[src/rtl/plsl_pkg.sv]
// Package with the types, codes and hash function of the sequence loss tracker.
package plsl_pkg;

   localparam int MAC_W      = 48;
   localparam int SEQ_W      = 32;
   localparam int STATUS_W   = 3;
   localparam int SLOT_OUT_W = 6;

   // The hash multiplies by 31 over six bytes; times 31 is a shift by 5 minus one copy.
   localparam int MAC_BYTES  = 6;
   localparam int HASH_SHIFT = 5;

   // Result status codes.
   typedef enum logic [STATUS_W-1:0] {
      ST_NEW     = 3'd0,
      ST_INORDER = 3'd1,
      ST_GAP     = 3'd2,
      ST_RESET   = 3'd3,
      ST_FULL    = 3'd4
   } status_type;

   // One received packet.
   typedef struct packed {
      logic [MAC_W-1:0] client_mac;
      logic [SEQ_W-1:0] sequence_req;
   } item_type;

   // One table slot as stored in a bucket row.
   typedef struct packed {
      logic             valid;
      logic [MAC_W-1:0] mac;
      logic [SEQ_W-1:0] last_sequence;
      logic [SEQ_W-1:0] lost_count;
   } slot_type;

   // One result item.
   typedef struct packed {
      status_type            status;
      logic [SLOT_OUT_W-1:0] entry_slot;
      logic [SEQ_W-1:0]      missing_added;
      logic [SEQ_W-1:0]      missing_total;
   } result_type;

   // Outcome of the slot update for one item.
   typedef struct packed {
      logic       write;
      result_type result;
   } upd_type;

   // Hash of the MAC, byte 0 taken from the top bits, 32-bit wrap.
   function automatic logic [31:0] mac_hash(input logic [MAC_W-1:0] mac);
      logic [31:0] h;
      h = '0;
      for (int b = 0; b < MAC_BYTES; b++) begin
         h = (h << HASH_SHIFT) - h + 32'(mac[MAC_W-1-8*b -: 8]);
      end
      return h;
   endfunction

endpackage

[src/rtl/plsl_bucket_map.sv]
// Three-stage pipeline that hashes a MAC and reduces the hash modulo the bucket count.
module plsl_bucket_map #(
   parameter int  BUCKETS  = 16,
   localparam int BUCKET_W = (BUCKETS > 1) ? $clog2(BUCKETS) : 1
) (
   input  logic                       clock,
   input  logic                       en,
   input  logic [plsl_pkg::MAC_W-1:0] mac,
   output logic [BUCKET_W-1:0]        bucket
);

   // Reciprocal of the bucket count scaled by 2^RED_SHIFT; the estimated
   // quotient is low by at most one, so one compare and subtract finishes it.
   localparam int          RED_SHIFT = 32 + $clog2(BUCKETS);
   localparam logic [32:0] RECIP     = 33'((64'd1 << RED_SHIFT) / 64'(BUCKETS));
   localparam int          R_W       = BUCKET_W + 1;

   logic [31:0]        h_ff;
   logic [64:0]        prod;
   logic [R_W-1:0]     q_in;
   logic [R_W-1:0]     q_ff;
   logic [R_W-1:0]     hc_ff;
   logic [R_W-1:0]     rem;
   logic [R_W-1:0]     red_in;
   logic [BUCKET_W-1:0] bucket_ff;

   // Quotient estimate; only its low bits matter for the remainder.
   always_comb begin
      prod = 65'(h_ff) * 65'(RECIP);
      q_in = R_W'(prod >> RED_SHIFT);
   end

   // Remainder below twice the bucket count, then one correction.
   always_comb begin
      rem    = R_W'(hc_ff - R_W'(q_ff * R_W'(BUCKETS)));
      red_in = (rem >= R_W'(BUCKETS)) ? R_W'(rem - R_W'(BUCKETS)) : rem;
   end

   // Stage registers, advanced together with the item pipeline.
   always_ff @(posedge clock) begin
      if (en) begin
         h_ff      <= plsl_pkg::mac_hash(mac);
         q_ff      <= q_in;
         hc_ff     <= h_ff[R_W-1:0];
         bucket_ff <= BUCKET_W'(red_in);
      end
   end

   assign bucket = bucket_ff;

endmodule

[config.mk]
export PLATFORM = sky130hd
export DESIGN_NAME = plsl_bucket_map
export DESIGN_NICKNAME = d
export VERILOG_FILES = /design/src/rtl/plsl_pkg.sv /design/src/rtl/plsl_bucket_map.sv
export SDC_FILE = /design/constraint.sdc
export NUM_CORES = 1
export LEC_CHECK = 0
export BUFFER_PORTS_ARGS = -buffer_cell sky130_fd_sc_hd__buf_2
export CORE_MARGIN = 2
export CORE_UTILIZATION = 40
export DETAILED_ROUTE_END_ITERATION = 7
export PLACE_DENSITY = 0.9
export SETUP_SLACK_MARGIN = 0.5
export SYNTH_ARGS = -nofsm -noshare
export SYNTH_HDL_FRONTEND = slang
export SYNTH_SLANG_ARGS = --single-unit
[constraint.sdc]
create_clock -name clock -period 4.3 [get_ports clock]
set_input_delay 0.645 -clock clock [delete_from_list [all_inputs] [get_ports clock]]
set_output_delay 0.645 -clock clock [all_outputs]
set_load 0.01 [all_outputs]
### Word level (Yosys, flattened, before mapping)

Cells that the tools add are included.

| storage, ports and cells | value |
|---|---|
| latch bits | 0 |
| logic and storage cells | 18 |
| register bits after elaboration | 15 |
| bits of input ports | 50 |
| memory bits (writable) | 0 |
| memories | 0 |
| ROM bits | 0 |
| output and inout bits | 4 |

| operators by class | value |
|---|---|
| div/mod/pow operators | 0 |
| order comparisons | 1 |
| bitwise operators | 0 |
| shift-type cells | 0 |
| $add $sub $neg | 12 |
| reductions and logical operators | 0 |
| eq/ne operators | 0 |
| multipliers | 0 |
| muxes and demuxes | 1 |

Operator list:

| cell | count |
|---|---|
| $add 5x5->5 | 5 |
| $sub 1x5->5 const A | 5 |
| $ge 5x5->1 const B | 1 |
| $sub 5x5->5 | 1 |
| $mux 4 | 1 |
| $sub 4x1->4 const B | 1 |

### Longest topological paths before layout

| depth | value |
|---|---|
| depth after elaboration | 10 |
| depth in mapped cells | 12 |
| mapped depth without buffers | 12 |

### Least setup slack after synthesis

Ideal clock, no wire load.

| timing | value |
|---|---|
| kind | in2reg |
| from | in mac[9] in the netlist's numbering |
| to | reg h_ff[3] (data pin) |
| path buffers | 0 |
| data required time | 4.032 ns |
| library setup time | 0.268 ns |
| cell stages on the path | 12 |
| setup slack | 0.760 ns |
| arrival | 3.273 ns |
| path through | inv_1 fa_1 inv_1 fa_1 fa_1 inv_1 ha_1 inv_1 fa_1 xor2_1 xnor2_1 xnor3_1 |

| between the ends | value |
|---|---|
| word-level cells in the longest chain between the ends | 3 |

Ends and longest elaborated chain:

| item | RTL line | RTL |
|---|---|---|
| start, declared | plsl_bucket_map.sv:8 | `input logic [plsl_pkg::MAC_W-1:0] mac,` |
| $add 5x5->5 | plsl_pkg.sv:55 | `h = (h << HASH_SHIFT) - h + 32'(mac[MAC_W-1-8*b -: 8]);` |
| $sub 1x5->5 | plsl_pkg.sv:55 |  |
| $add 5x5->5 | plsl_pkg.sv:55 |  |
| end signal, assigned | plsl_bucket_map.sv:42 | `h_ff <= plsl_pkg::mac_hash(mac);` |
| end, declared | plsl_bucket_map.sv:18 | `logic [31:0] h_ff;` |

Every way passes these cells.
A chain may end at the register's enable or synchronous reset.

### Worst setup path after layout

Ends and elaborated chain as after synthesis.

==> results summary <==
Cells with a size suffix above 1 make up 36.78% of the layout. Summing over every cut layer, the via total after detailed routing is 477. The residual DRC count came out at 0.

The max-capacitance violation count is 0. Summed over all instances, the cell type with the most area after synthesis is edfxtp_1. The half-perimeter wire length of the detailed placement result came out at 1.001 mm. The post-CTS repair timing setup buffer count came out at 0. The sequential share of power is 46.9%. Once detail routing completed, the nets flagged for antenna violations numbered 0. From left edge to right edge, the die measures 48.32 um.

The post-synthesis area per instance is 14.29 um^2. The number of global-route vias before repair came out at 488. The cell internal power dissipation came out at 0.0002918 W. The clock transition time at the flip-flop clock pins of the worst setup and hold paths is 0.07 ns. The mean routed wirelength per cell came out at 9.789 um.

On the final layout, the worst hold slack is 0.4227 ns. The worst path needs 3.436 ns of the cycle, external delays included. The count of different cell masters after synthesis came out at 7. The net switching power came out at 0.0001082 W.

The initial antenna violation count came out at 0. The share of synthesized area occupied by flip-flops and latches is 45.86%. The highest ir drop seen on vdd came out at 200.4 uV. Global routing finished with a remaining overflow of 0.

The starting DRC count in detailed routing is 7. The portion of total power attributed to combinational logic is 37.1%. The wire length of the first global-routing pass came out at 1.966 mm. The post-synthesis cell area is 785.8 um^2. In this run, placement finished with an instance count of 111. Of all nets on the critical path, the largest fanout is 1. The final layout contains 153 nets. The worst pin sits at a relative slew slack of 82.58%. The setup violation total in the final timing report came out at 0. At the worst endpoint, the required time is 4.31 ns. The clock tree root buffer cell is clkbuf_4. The leakage power of the design is 0.4842 nW. The final-report max-slew violation count came to 0. The critical path is of the in2reg type. The clock group share of total power came out at 16.0%. The number of placement rows came out at 16.

In this run the deepest clock path goes through 2 buffers. The global placement routability congestion came out at 0.6974. The number of instances in the synthesized netlist is 55. The number of optimization iterations in the first detailed-route pass came out at 3. In this run the critical register-to-register path is launched from h_ff[2]$_DFFE_PP_. The floorplan step defined a core boundary enclosing 1902 um^2.

The CTS tree is built. The data arrival at the endpoint of the critical path is 3.44 ns. The global routing usage summed across all routing layers came out at 11.36%. Buffers inserted during clock tree synthesis total 3. The number of hold-repair buffers added at the cts stage came out at 0.

The pin count of the biggest net entering global routing is 13. The number of vias per cell is 4.184. The die extent in y is 48.32 um. The origin of the worst setup path is mac[9]. The area share of the leading cell type in the synthesized netlist is 45.86%.

The startpoint of the lowest-slack hold path is hc_ff[3]$_DFFE_PP_. Across the routed clock network, the largest skew measured is 0.0002869 ns. The boundary pin count is 54. STA classifies the critical path startpoint as a primary input. The layout overhead on the synthesized area is 25.64%. The maximum frequency from static timing analysis is 291.0 MHz. Once the clock tree was built, the resizer swapped 0 gates to a different size.

The share of the clock period used by the worst path came out at 79.91%. The final hold violation count was 0. Net switching is 27.05% of the power. The number of clock sinks came out at 12. Setup total negative slack on the finished layout was measured at 0 ns. Registers take 360.3 um^2.

The filler cells instantiated in the layout total 173. The slack of the critical path is 0.8639 ns. The initial core utilization came out at 41.32%. The synthesized flop and latch total is 12.

Summed over all layers, the routed wires come to 1.116 mm. The die area is 2335 um^2. The nature of the critical path endpoint is a flop.

The net count after synthesis came out at 119. The worst hold path belongs to the class reg2reg. The flow ran to the end, and the final reports show no timing, DRC or antenna violations. The number of port buffers is 29. The count of synthesis-stage warnings from yosys is 0. Setup repair after global routing left no endpoint under its margin.

The count of antenna diodes in the layout came out at 0. Ranked by total cell area, the synthesized netlist is headed by edfxtp_1, fa_1, inv_1, xnor2_1, ha_1. In this run the power density over the cells is 405.1 nW/um^2. For the pin with the worst max-slew slack, the measured transition is 0.2612 ns. The final cell count without fillers came out at 114. The area used by multi-input combinational logic came out at 350.3 um^2. The level count of the clock H-tree came out at 1. The later pin in the worst-skew pair is clocked with a latency of 0.26 ns.

The register-to-register setup slack came out at 3.67 ns. Before CTS, the worst setup slack after placement is 0.5596 ns.
critical path, stage by stage:
cell and delay [ns]:
buf_2 0.07, inv_1 0.05, fa_1 0.52, inv_1 0.05, fa_1 0.46, fa_1 0.48
inv_1 0.07, ha_1 0.14, inv_1 0.05, fa_1 0.37, xor2_1 0.16, xnor2_1 0.15
xnor3_1 0.22
worst paths after layout:
kind,depth (start not counted),end
max,13,h_ff[3]$_DFFE_PP_
min,0,bucket[3]$_DFFE_PP_
max reg2reg,0,hc_ff[2]$_DFFE_PP_
min reg2reg,0,bucket[3]$_DFFE_PP_
placed cells by master (no fill, tap or decap), drive strengths merged:
cell and count:
xor2 1, buf 29, edfxtp 12, xnor3 1
xnor2 7, inv 20, fa 11, ha 3
clkbuf 3
stage by stage:
| step | power, W | instance area, um^2 | utilization [%] |
|---|---|---|---|
| 3_3_place_gp | 0.0003293 | 964.7 | 50.72 |
| 3_5_place_dp | 0.0003436 | 964.7 | 50.72 |
| 6_report | 0.0003999 | 987.2 | 51.91 |
| 5_1_grt | 0.0004353 | 987.2 | 51.91 |
| 4_1_cts | 0.0004081 | 987.2 | 51.91 |
| 2_1_floorplan | 0.0002987 | 785.8 | - |
metal layers:
| layer | vias up | routed length [um] | track usage [%] |
|---|---|---|---|
| li1 | 225 | - | - |
| met1 | 231 | 356 | 10.83 |
| met2 | 21 | 679 | 21.99 |
| met3 | 0 | 80 | 4.012 |
| met4 | 0 | 0 | 4.286 |
| met5 | - | 0 | 0 |
logic make-up after synthesis:
| logic type | Yosys count | synth area share (%) |
|---|---|---|
| flops | 12 | 45.86 |
| fa+ha+maj | 14 | 32.80 |
| buf+inv | 20 | 9.554 |
| xor+xnor | 9 | 11.78 |
state kept, by name, indices dropped and copies added (netlist names):
name / flops
bucket: 4
h_ff: 4
hc_ff: 4
power by group through the flow:
stage / Combinational, W / Clock [W] / Sequential [W]
final: 0.000148 / 0.0000640 / 0.000188
after global routing: 0.000172 / 0.0000722 / 0.000192
after CTS: 0.000153 / 0.0000669 / 0.000188
after detailed placement: 0.000153 / 0 / 0.000191
after global placement: 0.000142 / 0 / 0.000188
after floorplan: 0.000108 / 0 / 0.000191
cell type report:
cell class                 count  area share [%]
inverter                      20           7.605
tap                           27           3.422
timing repair buffer          29           14.70
multi-input combinational     23           35.49
clock buffer                   3           2.281
sequential                    12           36.50
cells in the mapped netlist, drive strengths merged:
library cell  instances
edfxtp               12
fa                   11
ha                    3
inv                  20
xnor2                 7
xnor3                 1
xor2                  1
Note: power is estimated with default switching activity, not from simulation.
