$ cat src/rtl/plsl_pkg.sv
// Package with the types, codes and hash function of the sequence loss tracker.
package plsl_pkg;

   localparam int MAC_W      = 48;
   localparam int SEQ_W      = 32;
   localparam int STATUS_W   = 3;
   localparam int SLOT_OUT_W = 6;

   // The hash multiplies by 31 over six bytes; times 31 is a shift by 5 minus one copy.
   localparam int MAC_BYTES  = 6;
   localparam int HASH_SHIFT = 5;

   // Result status codes.
   typedef enum logic [STATUS_W-1:0] {
      ST_NEW     = 3'd0,
      ST_INORDER = 3'd1,
      ST_GAP     = 3'd2,
      ST_RESET   = 3'd3,
      ST_FULL    = 3'd4
   } status_type;

   // One received packet.
   typedef struct packed {
      logic [MAC_W-1:0] client_mac;
      logic [SEQ_W-1:0] sequence_req;
   } item_type;

   // One table slot as stored in a bucket row.
   typedef struct packed {
      logic             valid;
      logic [MAC_W-1:0] mac;
      logic [SEQ_W-1:0] last_sequence;
      logic [SEQ_W-1:0] lost_count;
   } slot_type;

   // One result item.
   typedef struct packed {
      status_type            status;
      logic [SLOT_OUT_W-1:0] entry_slot;
      logic [SEQ_W-1:0]      missing_added;
      logic [SEQ_W-1:0]      missing_total;
   } result_type;

   // Outcome of the slot update for one item.
   typedef struct packed {
      logic       write;
      result_type result;
   } upd_type;

   // Hash of the MAC, byte 0 taken from the top bits, 32-bit wrap.
   function automatic logic [31:0] mac_hash(input logic [MAC_W-1:0] mac);
      logic [31:0] h;
      h = '0;
      for (int b = 0; b < MAC_BYTES; b++) begin
         h = (h << HASH_SHIFT) - h + 32'(mac[MAC_W-1-8*b -: 8]);
      end
      return h;
   endfunction

endpackage

$ cat src/rtl/plsl_slot_update.sv
// Lookup, allocation and loss arithmetic for one packet against its bucket row.
module plsl_slot_update #(
   parameter int  BUCKETS  = 16,
   parameter int  WAYS     = 4,
   localparam int BUCKET_W = (BUCKETS > 1) ? $clog2(BUCKETS) : 1,
   localparam int WAY_W    = (WAYS > 1) ? $clog2(WAYS) : 1
) (
   input  logic [BUCKET_W-1:0]            bucket,
   input  plsl_pkg::item_type             item,
   input  plsl_pkg::slot_type [WAYS-1:0]  row_in,
   output plsl_pkg::slot_type [WAYS-1:0]  row_out,
   output plsl_pkg::upd_type              upd
);

   logic                found;
   logic                have_free;
   logic [WAY_W-1:0]    found_way;
   logic [WAY_W-1:0]    free_way;
   logic [WAY_W-1:0]    sel_way;
   plsl_pkg::slot_type  cur;
   plsl_pkg::slot_type  nxt;
   logic [32:0]         next_last;
   logic                is_gap;
   logic [31:0]         gap_amount;
   logic [32:0]         sum;
   logic [31:0]         sat_sum;
   logic [31:0]         added;
   plsl_pkg::status_type status;

   // First matching valid way and first free way of the bucket.
   always_comb begin
      found     = 1'b0;
      have_free = 1'b0;
      found_way = '0;
      free_way  = '0;
      for (int w = 0; w < WAYS; w++) begin
         if (row_in[w].valid) begin
            if (!found && row_in[w].mac == item.client_mac) begin
               found     = 1'b1;
               found_way = WAY_W'(w);
            end
         end else if (!have_free) begin
            have_free = 1'b1;
            free_way  = WAY_W'(w);
         end
      end
   end

   // Gap arithmetic against the stored last sequence.
   always_comb begin
      sel_way    = found ? found_way : free_way;
      cur        = row_in[sel_way];
      next_last  = {1'b0, cur.last_sequence} + 33'd1;
      is_gap     = {1'b0, item.sequence_req} > next_last;
      gap_amount = item.sequence_req - cur.last_sequence - 32'd1;
      sum        = {1'b0, cur.lost_count} + {1'b0, gap_amount};
      sat_sum    = sum[32] ? '1 : sum[31:0];
   end

   // New slot contents and status.
   always_comb begin
      nxt.valid         = 1'b1;
      nxt.mac           = item.client_mac;
      nxt.last_sequence = item.sequence_req;
      nxt.lost_count    = '0;
      added             = '0;
      status            = plsl_pkg::ST_NEW;
      if (found) begin
         nxt.lost_count = cur.lost_count;
         status         = plsl_pkg::ST_INORDER;
         if (cur.last_sequence != '0) begin
            if (is_gap) begin
               nxt.lost_count = sat_sum;
               added          = gap_amount;
               status         = plsl_pkg::ST_GAP;
            end else if (item.sequence_req < cur.last_sequence) begin
               nxt.lost_count = '0;
               status         = plsl_pkg::ST_RESET;
            end
         end
      end
   end

   // Row write-back and result; a full bucket leaves the row untouched.
   always_comb begin
      row_out   = row_in;
      upd.write = found || have_free;
      if (upd.write) begin
         row_out[sel_way]               = nxt;
         upd.result.status              = status;
         upd.result.entry_slot          =
            plsl_pkg::SLOT_OUT_W'(plsl_pkg::SLOT_OUT_W'(bucket) *
                                  plsl_pkg::SLOT_OUT_W'(WAYS)) +
            plsl_pkg::SLOT_OUT_W'(sel_way);
         upd.result.missing_added       = added;
         upd.result.missing_total       = nxt.lost_count;
      end else begin
         upd.result.status              = plsl_pkg::ST_FULL;
         upd.result.entry_slot          = '0;
         upd.result.missing_added       = '0;
         upd.result.missing_total       = '0;
      end
   end

endmodule

$ cat config.mk
export PLATFORM = sky130hd
export DESIGN_NAME = plsl_slot_update
export DESIGN_NICKNAME = d
export VERILOG_FILES = /design/src/rtl/plsl_pkg.sv /design/src/rtl/plsl_slot_update.sv
export SDC_FILE = /design/constraint.sdc
export NUM_CORES = 1
export LEC_CHECK = 0
export ABC_CLOCK_PERIOD_IN_PS = 10600
export BUFFER_PORTS_ARGS = -buffer_cell sky130_fd_sc_hd__buf_2
export CAP_MARGIN = 20
export CORE_AREA = 2 2 415 417
export DETAILED_ROUTE_END_ITERATION = 12
export DIE_AREA = 0 0 417 419
export GPL_TIMING_DRIVEN = 0
export RECOVER_POWER = 25
export SETUP_SLACK_MARGIN = 0.02
export SLEW_MARGIN = 20
export SYNTH_ARGS = -nofsm -noshare
export SYNTH_HDL_FRONTEND = slang
export SYNTH_SLANG_ARGS = --single-unit
$ cat constraint.sdc
create_clock -name vclk -period 10.6
set_input_delay 0.53 -clock vclk [all_inputs]
set_output_delay 0.53 -clock vclk [all_outputs]
set_load 0.01 [all_outputs]
# Word level (Yosys, flattened, before mapping)
# Cells that the tools add are included.
# word_totals
elab_cells,66
out_inout_bits,526
register_bits,0
# op_classes
n_addsub,5
order_cmp,4
n_eq_ne,4
mux,44
n_reduce_logical,9
# op_table
cell,n
$bwmux 452,1
$mux 452,1
$mux 32,8
$bmux 113 s2,1
$demux 113 s2,1
$eq 48x48->1,4
$mux 113,1
$mux 73,1
$mux 64,1
$add 32x1->33 const B,1
$add 32x32->33,1
$gt 32x33->1,1
$lt 32x32->1,1
$reduce_bool 32->1,1
$sub 32x1->32 const B,1
$sub 32x32->32,1
$mux 2,13
$mux 1,16
$add 6x2->6,1
$logic_and 1x1->1,4
$logic_not 1->1,3
$lt 2x3->1 const B,1
$ge 2x1->1 const B,1
$logic_or 1x1->1,1

# Depth between registers and ports, before layout
# logic_depth
depth_word,27
mapped_depth,43

# Worst setup path before layout
# OpenSTA, ideal clock, no wires.
# synth_timing
path_kind,input to output
from,input item[55] (netlist bit)
to,output row_out[123] (netlist bit)
arrival_time_ns,8.714
cell_stages,38
slack_ns,1.356
path_cell_list,buf_2 > xnor2_1 > nand2_1 > or4_1 > or4b_1 > o21bai_2 > a21o_1 > buf_4 > inv_4 > buf_4 > buf_2 > buf_4 > buf_2 > a221oi_1 > inv_1 > ha_1 > fa_1 > a21o_1 > [2 not listed] > nand4_1 > a21boi_0 > o21ai_0 > a21boi_0 > o21ai_0 > nand2b_1 > a31oi_1 > xnor2_1 > ha_1 > nand2_1 > o311ai_0 > o31ai_1 > a311o_1 > o21ai_0 > clkbuf_1 > o21ba_2 > a2bb2oi_1 > o21ai_0
# synth_rtl
item,line,source
start: declaration,plsl_slot_update.sv:9,"input plsl_pkg::item_type item,"
end: declaration,plsl_slot_update.sv:11,"output plsl_pkg::slot_type [WAYS-1:0] row_out,"

==> results.yml <==
finish:
  final_layout_size_suffix_gt1_share_pct: 32.6
  flops_and_latches: 0
  stdcell_area_mm2: 0.0268
  utilization_pct: 15.7
  fillers: 20000
  instances_no_fill: 6271
  clock_buffers: 0
  nNetsFinal: 4637
  area_growth_pct: 63.2
  regArea_um2: 0
global_routing:
  grt_max_degree: 11
  grt_pass1_wl_um: 294000
  grt.total_usage_pct: 25.8
  antenna_found_initial: 83
  grt_pass1_vias: 26500
  grt_overflow: 0
logic_synthesis:
  syn_nets: 3557
  yosysWarnings: 0
  yosysUniqueCellTypes: 79
  yosysSeqAreaShare_pct: 0
  synthCells: 2919
  syn_area_per_cell_um2: 5.62
  syn_area_mm2: 0.0164
timing:
  final.min_clock_period_ns: 10.50
  setup_viol: 0
  finalHoldViolCount: 0
  post-route-period-util_pct: 99.1
  fmaxAchievable_mhz: 95.2
  rsz0062_at_grt: "true"
  tightestPinTransition_ns: 1.60
  finalWorstSetupSlack_ns: 0.0967
  hold_slack_ns: 1.37
  slew_headroom_pct: -6.46
  setup_tns_ns: 0
  finalMaxSlewViolations: 8
floorplanning:
  io-pin-count: 1062
  die-area_mm2: 0.175
  die_x_um: 417
  placement_rows: 152
  initial_core_util_pct: 9.61
  core_area_mm2: 0.171
  die_y_um: 419
drt:
  drt-initial-drc-count: 3505
  wl_um: 239000
  drt_first_pass_iters: 8
  avgViaCountPerCell: 4.58
  wl_per_cell_um: 38.0
  post-route-drc-count: 0
  postRouteAntennaNets: 0
  dr_total_vias: 28700
worst_setup_path:
  slowest_delay_ns: 0.74
  crit_required_ns: 10.07
  crit_top_cell: "buf_4"
  critPathLaunchType: "input port"
  criticalPathCategory: "input port to output port"
  worst_ep_arrival_time_ns: 9.97
  crit_path_top_delay_cell: "xnor2_1"
  crit_path_max_fanout: 10
  setup.worst_path.end_class: "output port"
place:
  place_ws_ns: -3.88
  placed_area_mm2: 0.0246
  portBuffers: 1016
  gp_congestion: 1.07
  dp.cells: 6183
  dp_hpwl_um: 210000
power_and_ir_drop:
  switching_share_pct: 67.8
  vdd_ir_drop_max_v: 0.0000652
  clkPwrFrac_pct: 0
  leakagePower_nw: 13.2
  intPower_mw: 0.849
  power_density_mw_per_mm2: 98.4
  p_seq_share_pct: 0
  p_switching_mw: 1.78
  p_comb_share_pct: 100.0
  power_mw: 2.63
outcome:
  failed_checks: "max-capacitance violations, max-slew violations"
  status: "complete, but fails checks"
hold_path:
  hold_path_class: "input port to output port"
flow_run:
  maxCapViolations: 1
## final timing paths
path,start,endpoint,slack [ns],depth (start not counted)
hold / removal,row_in[422],row_out[422],1.37,4
setup / recovery,item[69],row_out[140],0.1,35
## cell usage after synthesis (all sizes together), types with 4 or more instances
| cell type | number | share of area, % |
|---|---|---|
| a211o | 4 | 0.21 |
| clkbuf | 151 | 3.5 |
| nor3 | 37 | 1.2 |
| nand4b | 4 | 0.21 |
| o221ai | 12 | 0.64 |
| nor4 | 50 | 1.9 |
| a32oi | 12 | 0.64 |
| nand2b | 49 | 1.9 |
| and3 | 38 | 1.5 |
| buf | 56 | 1.8 |
| or2 | 6 | 0.23 |
| nor2b | 24 | 0.92 |
| a21oi | 107 | 3.4 |
| a31oi | 20 | 0.76 |
| and2 | 37 | 1.4 |
| nor3b | 7 | 0.32 |
| inv | 80 | 1.8 |
| or4b | 5 | 0.31 |
| o21ai | 146 | 4.5 |
| a221oi | 9 | 0.60 |
| nand4 | 58 | 2.2 |
| nor4b | 13 | 0.73 |
| a2bb2oi | 28 | 1.5 |
| nand2 | 1091 | 25 |
| o2111ai | 6 | 0.32 |
| xnor2 | 120 | 6.4 |
| a21o | 39 | 1.8 |
| xor2 | 130 | 6.9 |
| or4 | 17 | 0.78 |
| a211oi | 36 | 1.6 |
| nand3 | 82 | 2.6 |
| o21bai | 5 | 0.27 |
| a221o | 8 | 0.49 |
| mux2 | 15 | 1.0 |
| or3 | 4 | 0.15 |
| or3b | 4 | 0.21 |
| nor2 | 132 | 3.0 |
| mux2i | 68 | 4.2 |
| a22oi | 8 | 0.37 |
| a21boi | 5 | 0.23 |
| o211ai | 43 | 2.0 |
| ha | 100 | 7.6 |
| o21a | 18 | 0.82 |
## worst max-delay path, delay by kind of cell
family | cells | cell delay [ns]
buffers and inverters | 10 | 2.31
and+or+nand+nor | 6 | 1.31
AOI/OAI and AO/OA | 15 | 3.63
xor gates and xnor gates | 2 | 1.40
adders and majority gates | 2 | 0.71
## layer usage
layer	vias up	wire length (um)	global-route usage (%)
met4	28	17100	15.4
met2	2056	113000	43.9
li1	12200	-	-
met3	579	23200	8.44
met5	-	469	1.25
met1	13800	84700	27.8
## power groups by stage
| stage | logic [mW] | registers [mW] | clock network (mW) |
|---|---|---|---|
| after floorplan | 1.14 | 0 | 0 |
| after global placement | 2.31 | 0 | 0 |
| after detailed placement | 2.32 | 0 | 0 |
| after CTS | 2.54 | 0 | 0 |
| after global routing | 2.75 | 0 | 0.000000321 |
| final | 2.63 | 0 | 0.000000261 |
## area by class of cell
| type | count | area [um^2] | area share (%) |
|---|---|---|---|
| antenna | 41 | 103 | 0.383 |
| buffer | 205 | 1060 | 3.98 |
| inverter | 80 | 313 | 1.17 |
| multi-input combinational | 2632 | 16700 | 62.6 |
| tap | 2233 | 2790 | 10.4 |
| timing repair buffer | 1080 | 5740 | 21.5 |
## cell usage in the layout, fill, tap and decap left out, types with 16 or more instances in the layout
master       n
xnor2_2     28
xnor2_4     19
xnor2_1     73
and2_1      36
nand2_1   1089
and3_1      38
nor2_1     111
nor3_1      33
a21oi_1     92
clkbuf_1   183
diode_2     41
o211ai_1    43
nor4_1      45
o21a_1      17
o21ai_0    118
nand2b_1    46
a31oi_1     16
ha_1        95
a211oi_1    35
o21ai_1     20
buf_2      957
clkbuf_2    25
a21o_1      38
or4_1       16
inv_1       75
xor2_1     120
buf_4       64
nand3_1     80
mux2i_1     68
nor2b_1     24
nand4_1     58
## kinds of logic after synthesis
logic type	Yosys count	share of synthesized area, %
AND/OR/NAND/NOR	1665	45.0
XOR/XNOR	250	13.4
multiplexers	83	5.18
adder cells (fa/ha/maj)	102	7.88
buffers and inverters	287	7.07
AO/OA/AOI/OAI	532	21.6
## repair_timing
action	4_1_cts	5_1_grt
pin swaps	27	19
gates resized for setup	266	78
hold buffers	0	0
setup endpoints to repair	194	170
setup buffers	35	14
Note: power is estimated with default switching activity, not from simulation.
